<file path="src/design/nlc_pkg.sv">
// Shared types and constants for the numeric literal checker.
// Holds the byte class and parse phase codes and the byte classifier.
// Depends on nothing.
`default_nettype none

package nlc_pkg;

  // Class of one string byte as seen by the parser.
  typedef enum logic [2:0] {
    CLS_OTHER = 3'd0,
    CLS_DIGIT = 3'd1,
    CLS_SPACE = 3'd2,
    CLS_SIGN  = 3'd3,
    CLS_DOT   = 3'd4,
    CLS_EXP   = 3'd5,
    CLS_END   = 3'd6
  } nlc_class_e;

  // Parse phase of the string being checked.
  typedef enum logic [3:0] {
    PH_LEAD    = 4'd0,
    PH_SIGN    = 4'd1,
    PH_INT     = 4'd2,
    PH_DOTONLY = 4'd3,
    PH_FRAC    = 4'd4,
    PH_EXPMARK = 4'd5,
    PH_EXPSIGN = 4'd6,
    PH_EXPDIG  = 4'd7,
    PH_TRAIL   = 4'd8,
    PH_REJECT  = 4'd9
  } nlc_phase_e;

  // A classified byte moving between the parts of the block.
  typedef struct packed {
    logic       valid;
    nlc_class_e cls;
  } nlc_flow_t;

  localparam logic [7:0] ChrNul   = 8'h00;
  localparam logic [7:0] ChrSpace = 8'h20;
  localparam logic [7:0] ChrTab   = 8'h09;
  localparam logic [7:0] ChrCr    = 8'h0D;
  localparam logic [7:0] ChrZero  = 8'h30;
  localparam logic [7:0] ChrNine  = 8'h39;
  localparam logic [7:0] ChrPlus  = 8'h2B;
  localparam logic [7:0] ChrMinus = 8'h2D;
  localparam logic [7:0] ChrDot   = 8'h2E;
  localparam logic [7:0] ChrExp   = 8'h65;

  function automatic nlc_class_e nlc_classify(input logic [7:0] c);
    nlc_class_e cls;
    if (c == ChrNul) begin
      cls = CLS_END;
    end else if (c >= ChrZero && c <= ChrNine) begin
      cls = CLS_DIGIT;
    end else if (c == ChrSpace || (c >= ChrTab && c <= ChrCr)) begin
      cls = CLS_SPACE;
    end else if (c == ChrPlus || c == ChrMinus) begin
      cls = CLS_SIGN;
    end else if (c == ChrDot) begin
      cls = CLS_DOT;
    end else if (c == ChrExp) begin
      cls = CLS_EXP;
    end else begin
      cls = CLS_OTHER;
    end
    return cls;
  endfunction

endpackage

`default_nettype wire

</file>
<file path="src/design/nlc_back.sv">
// Back part of the numeric literal checker: the parse phase machine and
// the verdict output register. Depends on nlc_pkg.
`default_nettype none

module nlc_back
  import nlc_pkg::*;
(
  input  wire logic      clk_i,
  input  wire logic      rst_ni,
  input  wire nlc_flow_t head_i,
  output logic           pop_o,
  output logic           number_valid_o,
  input  wire logic      number_stall_i,
  output logic           is_number_o
);

  nlc_phase_e phase_q, phase_d;
  logic       out_valid_q, out_valid_d;
  logic       verdict_q, verdict_d;
  logic       accepting, is_end, out_free;

  assign is_end   = (head_i.cls == CLS_END);
  assign out_free = !out_valid_q || !number_stall_i;
  // Ordinary bytes never wait; the terminator waits for a free verdict slot.
  assign pop_o    = head_i.valid && (!is_end || out_free);

  // Next phase.
  always_comb begin
    phase_d = phase_q;
    if (pop_o) begin
      case (phase_q)
        PH_LEAD: begin
          case (head_i.cls)
            CLS_SPACE: phase_d = PH_LEAD;
            CLS_SIGN:  phase_d = PH_SIGN;
            CLS_DIGIT: phase_d = PH_INT;
            CLS_DOT:   phase_d = PH_DOTONLY;
            default:   phase_d = PH_REJECT;
          endcase
        end
        PH_SIGN: begin
          case (head_i.cls)
            CLS_DIGIT: phase_d = PH_INT;
            CLS_DOT:   phase_d = PH_DOTONLY;
            default:   phase_d = PH_REJECT;
          endcase
        end
        PH_INT: begin
          case (head_i.cls)
            CLS_DIGIT: phase_d = PH_INT;
            CLS_DOT:   phase_d = PH_FRAC;
            CLS_EXP:   phase_d = PH_EXPMARK;
            CLS_SPACE: phase_d = PH_TRAIL;
            default:   phase_d = PH_REJECT;
          endcase
        end
        PH_DOTONLY: begin
          case (head_i.cls)
            CLS_DIGIT: phase_d = PH_FRAC;
            default:   phase_d = PH_REJECT;
          endcase
        end
        PH_FRAC: begin
          case (head_i.cls)
            CLS_DIGIT: phase_d = PH_FRAC;
            CLS_EXP:   phase_d = PH_EXPMARK;
            CLS_SPACE: phase_d = PH_TRAIL;
            default:   phase_d = PH_REJECT;
          endcase
        end
        PH_EXPMARK: begin
          case (head_i.cls)
            CLS_SIGN:  phase_d = PH_EXPSIGN;
            CLS_DIGIT: phase_d = PH_EXPDIG;
            default:   phase_d = PH_REJECT;
          endcase
        end
        PH_EXPSIGN: begin
          case (head_i.cls)
            CLS_DIGIT: phase_d = PH_EXPDIG;
            default:   phase_d = PH_REJECT;
          endcase
        end
        PH_EXPDIG: begin
          case (head_i.cls)
            CLS_DIGIT: phase_d = PH_EXPDIG;
            CLS_SPACE: phase_d = PH_TRAIL;
            default:   phase_d = PH_REJECT;
          endcase
        end
        PH_TRAIL: begin
          case (head_i.cls)
            CLS_SPACE: phase_d = PH_TRAIL;
            default:   phase_d = PH_REJECT;
          endcase
        end
        default: phase_d = PH_REJECT;
      endcase
      // The terminator always returns the machine to its start.
      if (is_end) begin
        phase_d = PH_LEAD;
      end
    end
  end

  // Outputs: the verdict register.
  always_comb begin
    accepting   = (phase_q == PH_INT) || (phase_q == PH_FRAC) ||
                  (phase_q == PH_EXPDIG) || (phase_q == PH_TRAIL);
    out_valid_d = out_valid_q && number_stall_i;
    verdict_d   = verdict_q;
    if (pop_o && is_end) begin
      out_valid_d = 1'b1;
      verdict_d   = accepting;
    end
  end

  always_ff @(posedge clk_i or negedge rst_ni) begin
    if (!rst_ni) begin
      phase_q     <= PH_LEAD;
      out_valid_q <= 1'b0;
    end else begin
      phase_q     <= phase_d;
      out_valid_q <= out_valid_d;
    end
  end

  always_ff @(posedge clk_i) begin
    verdict_q <= verdict_d;
  end

  assign number_valid_o = out_valid_q;
  assign is_number_o    = verdict_q;

  assert property (@(posedge clk_i) disable iff (!rst_ni)
    (pop_o && is_end) |=> (out_valid_q && phase_q == PH_LEAD))
    else $error("terminator did not give a verdict and restart the parse");

  assert property (@(posedge clk_i) disable iff (!rst_ni)
    !(pop_o && is_end && out_valid_q && number_stall_i))
    else $error("terminator taken while a verdict still waits");

  assert property (@(posedge clk_i) disable iff (!rst_ni)
    (head_i.valid && !is_end) |-> pop_o)
    else $error("ordinary byte held back by the output side");

endmodule

`default_nettype wire

</file>
<file path="config.mk">
export PLATFORM = sky130hd
export DESIGN_NAME = nlc_back
export DESIGN_NICKNAME = d
export VERILOG_FILES = /design/src/design/nlc_pkg.sv /design/src/design/nlc_back.sv
export SDC_FILE = /design/constraint.sdc
export NUM_CORES = 1
export LEC_CHECK = 0
export BUFFER_PORTS_ARGS = -buffer_cell sky130_fd_sc_hd__buf_4
export CAP_MARGIN = 20
export CORE_AREA = 2 2 39 41
export DETAILED_ROUTE_END_ITERATION = 10
export DIE_AREA = 0 0 41 43
export GPL_TIMING_DRIVEN = 1
export PLACE_DENSITY = 0.72
export SYNTH_ARGS = -nofsm -noshare
export SYNTH_HDL_FRONTEND = slang
export SYNTH_SLANG_ARGS = --single-unit
</file>
<file path="constraint.sdc">
create_clock -name clk_i -period 1.6 [get_ports clk_i]
set_clock_uncertainty 0.2 [all_clocks]
set_input_delay 0.24 -clock clk_i [delete_from_list [all_inputs] [get_ports clk_i]]
set_output_delay 0.24 -clock clk_i [all_outputs]
set_load 0.005 [all_outputs]
</file>
==> results.md, run 1 <==
- Antenna violations before repair: 0
- Routed Antenna Nets: 0
- Synth Register Bits: 6
- Die footprint: 1760 sq um
- Cell area after layout: 925 sq um
- Post-synthesis cell type count: 40
- Number of global-route vias before repair: 615
- Final hold vios: 0
- Worst slew margin: 78.4%
- Ant diodes: 0
- Clk sinks: 6
- CP max stage cell: dfrtp_2
- Setup violators final: 1
- Critical Path Most Common Cell: buf_4
- TritonCTS clock tree: built
- R2r setup slk: -0.01 ns
- Mapped cell area: 632 sq um
- Launching point of the worst reg2reg path: phase_q[1]$_DFFE_PN0P_
- Tcrit/Tclk final: 101%
- Share of cells above drive strength 1: 43.1%
- Area leader, netlist: dfrtp_1
- DRT Pass-1 Iters: 4
- Power Density: 1100 nW/um^2
- Clk Tree Root Cell: clkbuf_4
- Top FF cell, synth: dfrtp_1
- Largest net degree at the start of global routing: 16
- Max clock buf depth: 2
- DP Wirelength: 1260 um
- Worst-margin pin slew: 0.321 ns
- Synthesis-to-finish area growth: 46.3%
- Crit path time final: 1.61 ns
- Hold_ws: 0.133 ns
- Initial Util: 45.7%
- Part of the Yosys area used for sequential elements: 24.6%
- Core ar.: 1380 sq um
- Worst VDD drop: 598 uV
- CP Launch Type: flop
- CTS Buf Count: 3
- Max Slew Vio Count: 0
- Input/output buffers: 9
- Crit path cell chain: buf_12, buf_4, buf_4, xnor2_2, o21ai_1, nor2_1, a21oi_1
- Clk pin slew, worst setup/hold paths: 0.05 ns
- Fmax: 620 MHz
- Nets: 110
- Top cells by count, synth: 7 x nand2_1, 6 x nor2_1
- Placed instance area: 754 sq um
- First-pass GRT wire length: 2770 um
- FFs w/ async S/R, synth: 83.3%
- WL per Instance: 17.0 um
- Mean Syn Cell Area: 7.90 sq um
- H-Tree Depth: 1
- # rows: 14
- Ports: 10
- RSZ-0062 raised after global routing: true
- Initial DRC count: 33
- Final WS setup: -0.0117 ns
- Gpl congestion: 0.936
- DR DRC count: 0
- Most instantiated library cell after synthesis: nand2_1
- CP bufs+invs: 3
- Max_cap viols: 0
- CP delay by family, top: flip-flops
- Die H: 43 um
- Reg2Reg Depth: 7
- DR vias: 752
- Share of the synthesized area in the top cell type: 19.8%
- Critical path class: flop to flop
- Status: complete, but fails checks
- Arrival time worst endpoint: 1.41 ns
- Largest cells by area after synthesis: dfrtp_1 20%, edfxtp_1 4.8%, nand2_1 4.2%, a21oi_1 4.0%, buf_2 4.0%
- CP Max Fanout: 9
- Violated checks: setup timing
- Vias per std cell: 6.37
- Hold Crit Class: input pin to asynchronous set/reset pin
- Post-synthesis cell count: 80
- Mapped Nets: 87
- Yosys warning total: 0
- Die Wd: 41 um
- Crit end category: flop
- CP max stage delay: 0.42 ns
- DP Worst Slack: -0.0446 ns
- Clock latency at the later pin of the worst-skew pair: 0.25 ns
- Total Wirelength: 2010 um
- Number of synthesized flops with an enable pin: 1
- Crit path required time: 1.40 ns
- Grt ovf: 0
- Worst R2R End: is_number_o$_DFFE_PP_
- Total GRT Usage: 22.5%
- Static Leak: 0.375 nW
-- metal layers --
layer / up-vias / share of wire (%) / global-route usage, % / wire length [um]
met5: - / 0 / 0 / 0
met4: 0 / 3.4 / 4.67 / 69
met3: 12 / 6.0 / 4.71 / 121
met2: 41 / 50 / 32.2 / 997
met1: 347 / 41 / 34.0 / 820
li1: 352 / - / - / -
-- state kept, by name, indices dropped and copies added (netlist names) --
signal,count
phase_q,4
is_number_o,1
number_valid_o,1
-- per-stage QoR --
step	util, %	total power, mW	setup TNS (ns)	std cells
after global placement	54.5	0.717	0	108
after global routing	66.8	1.08	-0.207	118
final	66.8	1.02	-0.0117	118
after floorplan	-	0.541	0	80
after detailed placement	54.5	0.724	-0.0446	108
after CTS	57.6	0.886	0	113
-- report_power, final --
group | switching (mW) | internal, mW
clock network | 0.0599 | 0.0948
logic | 0.304 | 0.300
registers | 0.0623 | 0.200
-- worst max path at each step --
stage,from,end,depth (start not counted)
after floorplan,phase_q[1]$_DFFE_PN0P_,phase_q[0]$_DFFE_PN0P_,6
after global placement,phase_q[1]$_DFFE_PN0P_,phase_q[0]$_DFFE_PN0P_,5
after detailed placement,phase_q[1]$_DFFE_PN0P_,phase_q[0]$_DFFE_PN0P_,5
after CTS,phase_q[1]$_DFFE_PN0P_,phase_q[0]$_DFFE_PN0P_,5
after global routing,phase_q[1]$_DFFE_PN0P_,is_number_o$_DFFE_PP_,7
final,phase_q[1]$_DFFE_PN0P_,is_number_o$_DFFE_PP_,7
-- layout by cell type, fill, tap and decap left out, types with 2 or more instances in the layout --
| cell type | count |
|---|---|
| a21oi_1 | 4 |
| a221o_1 | 2 |
| buf_4 | 22 |
| clkbuf_4 | 3 |
| dfrtp_2 | 4 |
| inv_1 | 4 |
| nand2_1 | 7 |
| nand2b_1 | 3 |
| nand2b_4 | 2 |
| nand3_1 | 2 |
| nor2_1 | 6 |
| nor3_1 | 2 |
| o211ai_1 | 2 |
| o21ai_0 | 2 |
| o21ai_1 | 3 |
-- logic make-up after synthesis --
family / Yosys count / share of synthesized area (%)
AOI/OAI and AO/OA: 30 / 35.8
muxes: 2 / 3.37
xor gates and xnor gates: 1 / 1.39
DFF: 6 / 24.6
buffers and inverters: 11 / 8.12
and+or+nand+nor: 30 / 26.7
-- area by class of cell --
cell class,count,area [sq um]
Clock buffer,4,26.3
Timing Repair Buffer,24,195
Sequential cell,6,160
Inverter,5,18.8
Fill cell,120,459
Tap cell,16,20.0
Multi-Input combinational cell,63,504
-- repair_timing --
| item | 4_1_cts | 5_1_grt |
|---|---|---|
| cloned | 0 | 0 |
| hold endpoints to repair | 5 | 0 |
| resized for setup | 3 | 16 |
| setup endpoints to repair | 2 | 4 |
| setup buffers | 0 | 5 |
| hold buffers | 1 | 0 |
| pin swaps | 0 | 7 |
No activity file was read; power rests on OpenSTA's default activity.
==> inputs of run 2 (changes only) <==
--- a/config.mk
+++ b/config.mk
@@ -15,3 +15,4 @@
 export SYNTH_ARGS = -nofsm -noshare
 export SYNTH_HDL_FRONTEND = slang
 export SYNTH_SLANG_ARGS = --single-unit
+export TNS_END_PERCENT = 10
==> run 2 against run 1 <==
  * The run still ends with setup timing left
  * Worst setup slack worse by 0.0025 ns
  * Combinational power down 8.6%
  * Critical path depth did not move
  * Critical path type unchanged
==> results.md, run 2 (same netlist as run 1, synthesis figures left out) <==
- Status: complete, but fails checks
- Violated checks: setup timing
- Cell area after layout: 883 sq um (-4.5%)
- Max_cap viols: 0 (unchanged)
- Grt ovf: 0 (unchanged)
- # rows: 14 (unchanged)
- CTS Buf Count: 3 (unchanged)
- Core ar.: 1380 sq um (unchanged)
- Crit end category: flop
- R2r setup slk: -0.01 ns (about the same)
- Input/output buffers: 9 (unchanged)
- Launching point of the worst reg2reg path: phase_q[1]$_DFFE_PN0P_
- Worst-margin pin slew: 0.318 ns (-0.00299 ns)
- Number of global-route vias before repair: 615 (unchanged)
- H-Tree Depth: 1 (unchanged)
- Max Slew Vio Count: 0 (unchanged)
- DR DRC count: 0 (unchanged)
- Fmax: 620 MHz (-0.15%)
- Clock latency at the later pin of the worst-skew pair: 0.25 ns (about the same)
- CP Max Fanout: 9 (unchanged)
- First-pass GRT wire length: 2770 um (unchanged)
- Total GRT Usage: 22.5% (unchanged)
- Static Leak: 0.368 nW (-2.0%)
- Max clock buf depth: 2 (unchanged)
- Final hold vios: 0 (unchanged)
- Worst slew margin: 78.5% (+0.084 points)
- Gpl congestion: 0.936 (unchanged)
- Biggest register: phase_q
- Vias per std cell: 6.37 (unchanged)
- Synthesis-to-finish area growth: 39.8%
- Crit path cell chain: buf_12, buf_4, buf_4, xnor2_2, o21ai_1, nor2_1, a21oi_1
- DR vias: 752 (unchanged)
- Crit path time final: 1.61 ns (+0.00248 ns)
- Commonest non-fill, non-tap cell in the layout: buf_4
- Hold Crit Class: input pin to asynchronous set/reset pin
- DRT Pass-1 Iters: 4 (unchanged)
- CP max stage cell: dfrtp_2
- Tcrit/Tclk final: 101% (+0.16 points)
- Hold_ws: 0.136 ns (+0.00346 ns)
- Clk Tree Root Cell: clkbuf_4
- Placed instance area: 754 sq um (unchanged)
- Worst R2R End: is_number_o$_DFFE_PP_
- Die H: 43 um (unchanged)
- Worst VDD drop: 590 uV (-1.2%)
- Largest register FFs: 4 (unchanged)
- Final WS setup: -0.0142 ns (-0.00248 ns)
- Final Non-Filler Cells: 118 (unchanged)
- Setup violators final: 2 (+1)
- WL per Instance: 16.3 um (-4.5%)
- Nets: 110 (unchanged)
- Clk pin slew, worst setup/hold paths: 0.05 ns (about the same)
- CP Launch Type: flop
- Reg2Reg Depth: 7 (unchanged)
- Antenna violations before repair: 0 (unchanged)
- Placed cells: 108 (unchanged)
- Share of cells above drive strength 1: 39.2% (-3.9 points)
- Most frequent cells in the layout: 22 x buf_4, 7 x nand2_1, 6 x nor2_1
- Clk sinks: 6 (unchanged)
- DP Wirelength: 1260 um (unchanged)
- CP max stage delay: 0.43 ns (about the same)
- Initial Util: 45.7% (unchanged)
- TritonCTS clock tree: built
- Routed Antenna Nets: 0 (unchanged)
- Design Power: 972 uW (-4.9%)
- Ant diodes: 0 (unchanged)
- Die footprint: 1760 sq um (unchanged)
- Crit path required time: 1.40 ns (about the same)
- Total Wirelength: 1920 um (-4.5%)
- Largest net degree at the start of global routing: 16 (unchanged)
- Arrival time worst endpoint: 1.41 ns (about the same)
- Die Wd: 41 um (unchanged)
- Ports: 10 (unchanged)
- Critical Path Most Common Cell: buf_4
- Critical path class: flop to flop
- Initial DRC count: 36 (+9.1%)
- Power Density: 1100 nW/um^2 (-0.42%)
- RSZ-0062 raised after global routing: true
- Sum Neg Setup Slack: -0.0174 ns (-0.00570 ns)
-- run 2: repair_timing --
item / in CTS / in global routing
resized for setup: 3 / 10
endpoints found under the hold margin: 5 / 0
buffers inserted: 0 / 5
setup endpoints to repair: 2 / 4
hold buffers: 1 / 0
pin swaps: 0 / 4
-- run 2: cell type report --
class                      count  area (sq um)
fill                         132           500
clock buffer                   4          26.3
tap                           16          20.0
timing repair buffer          24           195
sequential                     6           160
inverter                       5          18.8
multi-input combinational     63           463
-- run 2: worst max path at each step --
stage	to	cells after the start	slack (ns)	startpoint
after CTS	phase_q[0]$_DFFE_PN0P_	5	0.008	phase_q[1]$_DFFE_PN0P_
after global placement	phase_q[0]$_DFFE_PN0P_	5	0.02	phase_q[1]$_DFFE_PN0P_
after detailed placement	phase_q[0]$_DFFE_PN0P_	5	-0.04	phase_q[1]$_DFFE_PN0P_
final	is_number_o$_DFFE_PP_	7	-0.01	phase_q[1]$_DFFE_PN0P_
after global routing	phase_q[0]$_DFFE_PN0P_	5	-0.07	phase_q[0]$_DFFE_PN0P_
after floorplan	phase_q[0]$_DFFE_PN0P_	6	0.13	phase_q[1]$_DFFE_PN0P_
-- run 2: stage by stage --
| step | setup WS (ns) | utilization (%) |
|---|---|---|
| 6_report | -0.0142 | 63.8 |
| 5_1_grt | -0.0737 | 63.8 |
| 4_1_cts | 0.00833 | 57.6 |
| 3_5_place_dp | -0.0446 | 54.5 |
| 3_3_place_gp | 0.0203 | 54.5 |
| 2_1_floorplan | 0.132 | - |
-- run 2: metal layers --
metal  share of wire, %  wire length (um)  GRT usage [%]
met4               0.78                15           4.67
met5                  0                 0              0
met1                 44               853           34.0
met2                 50               953           32.2
met3                5.0                96           4.71
-- run 2: report_power, final --
part           internal, mW  leakage [nW]  switching [mW]  total, mW
combinational         0.278         0.285           0.276      0.553
clock                0.0948        0.0150          0.0599      0.155
sequential            0.200        0.0675          0.0638      0.264
-- run 2: worst max-delay path: cells and delay by family, from the launching register on --
family | cells | cell delay (ns)
compound gates | 2 | 0.11
simple gates | 1 | 0.10
flops | 1 | 0.43
xor+xnor | 1 | 0.12
buf+inv | 3 | 0.41
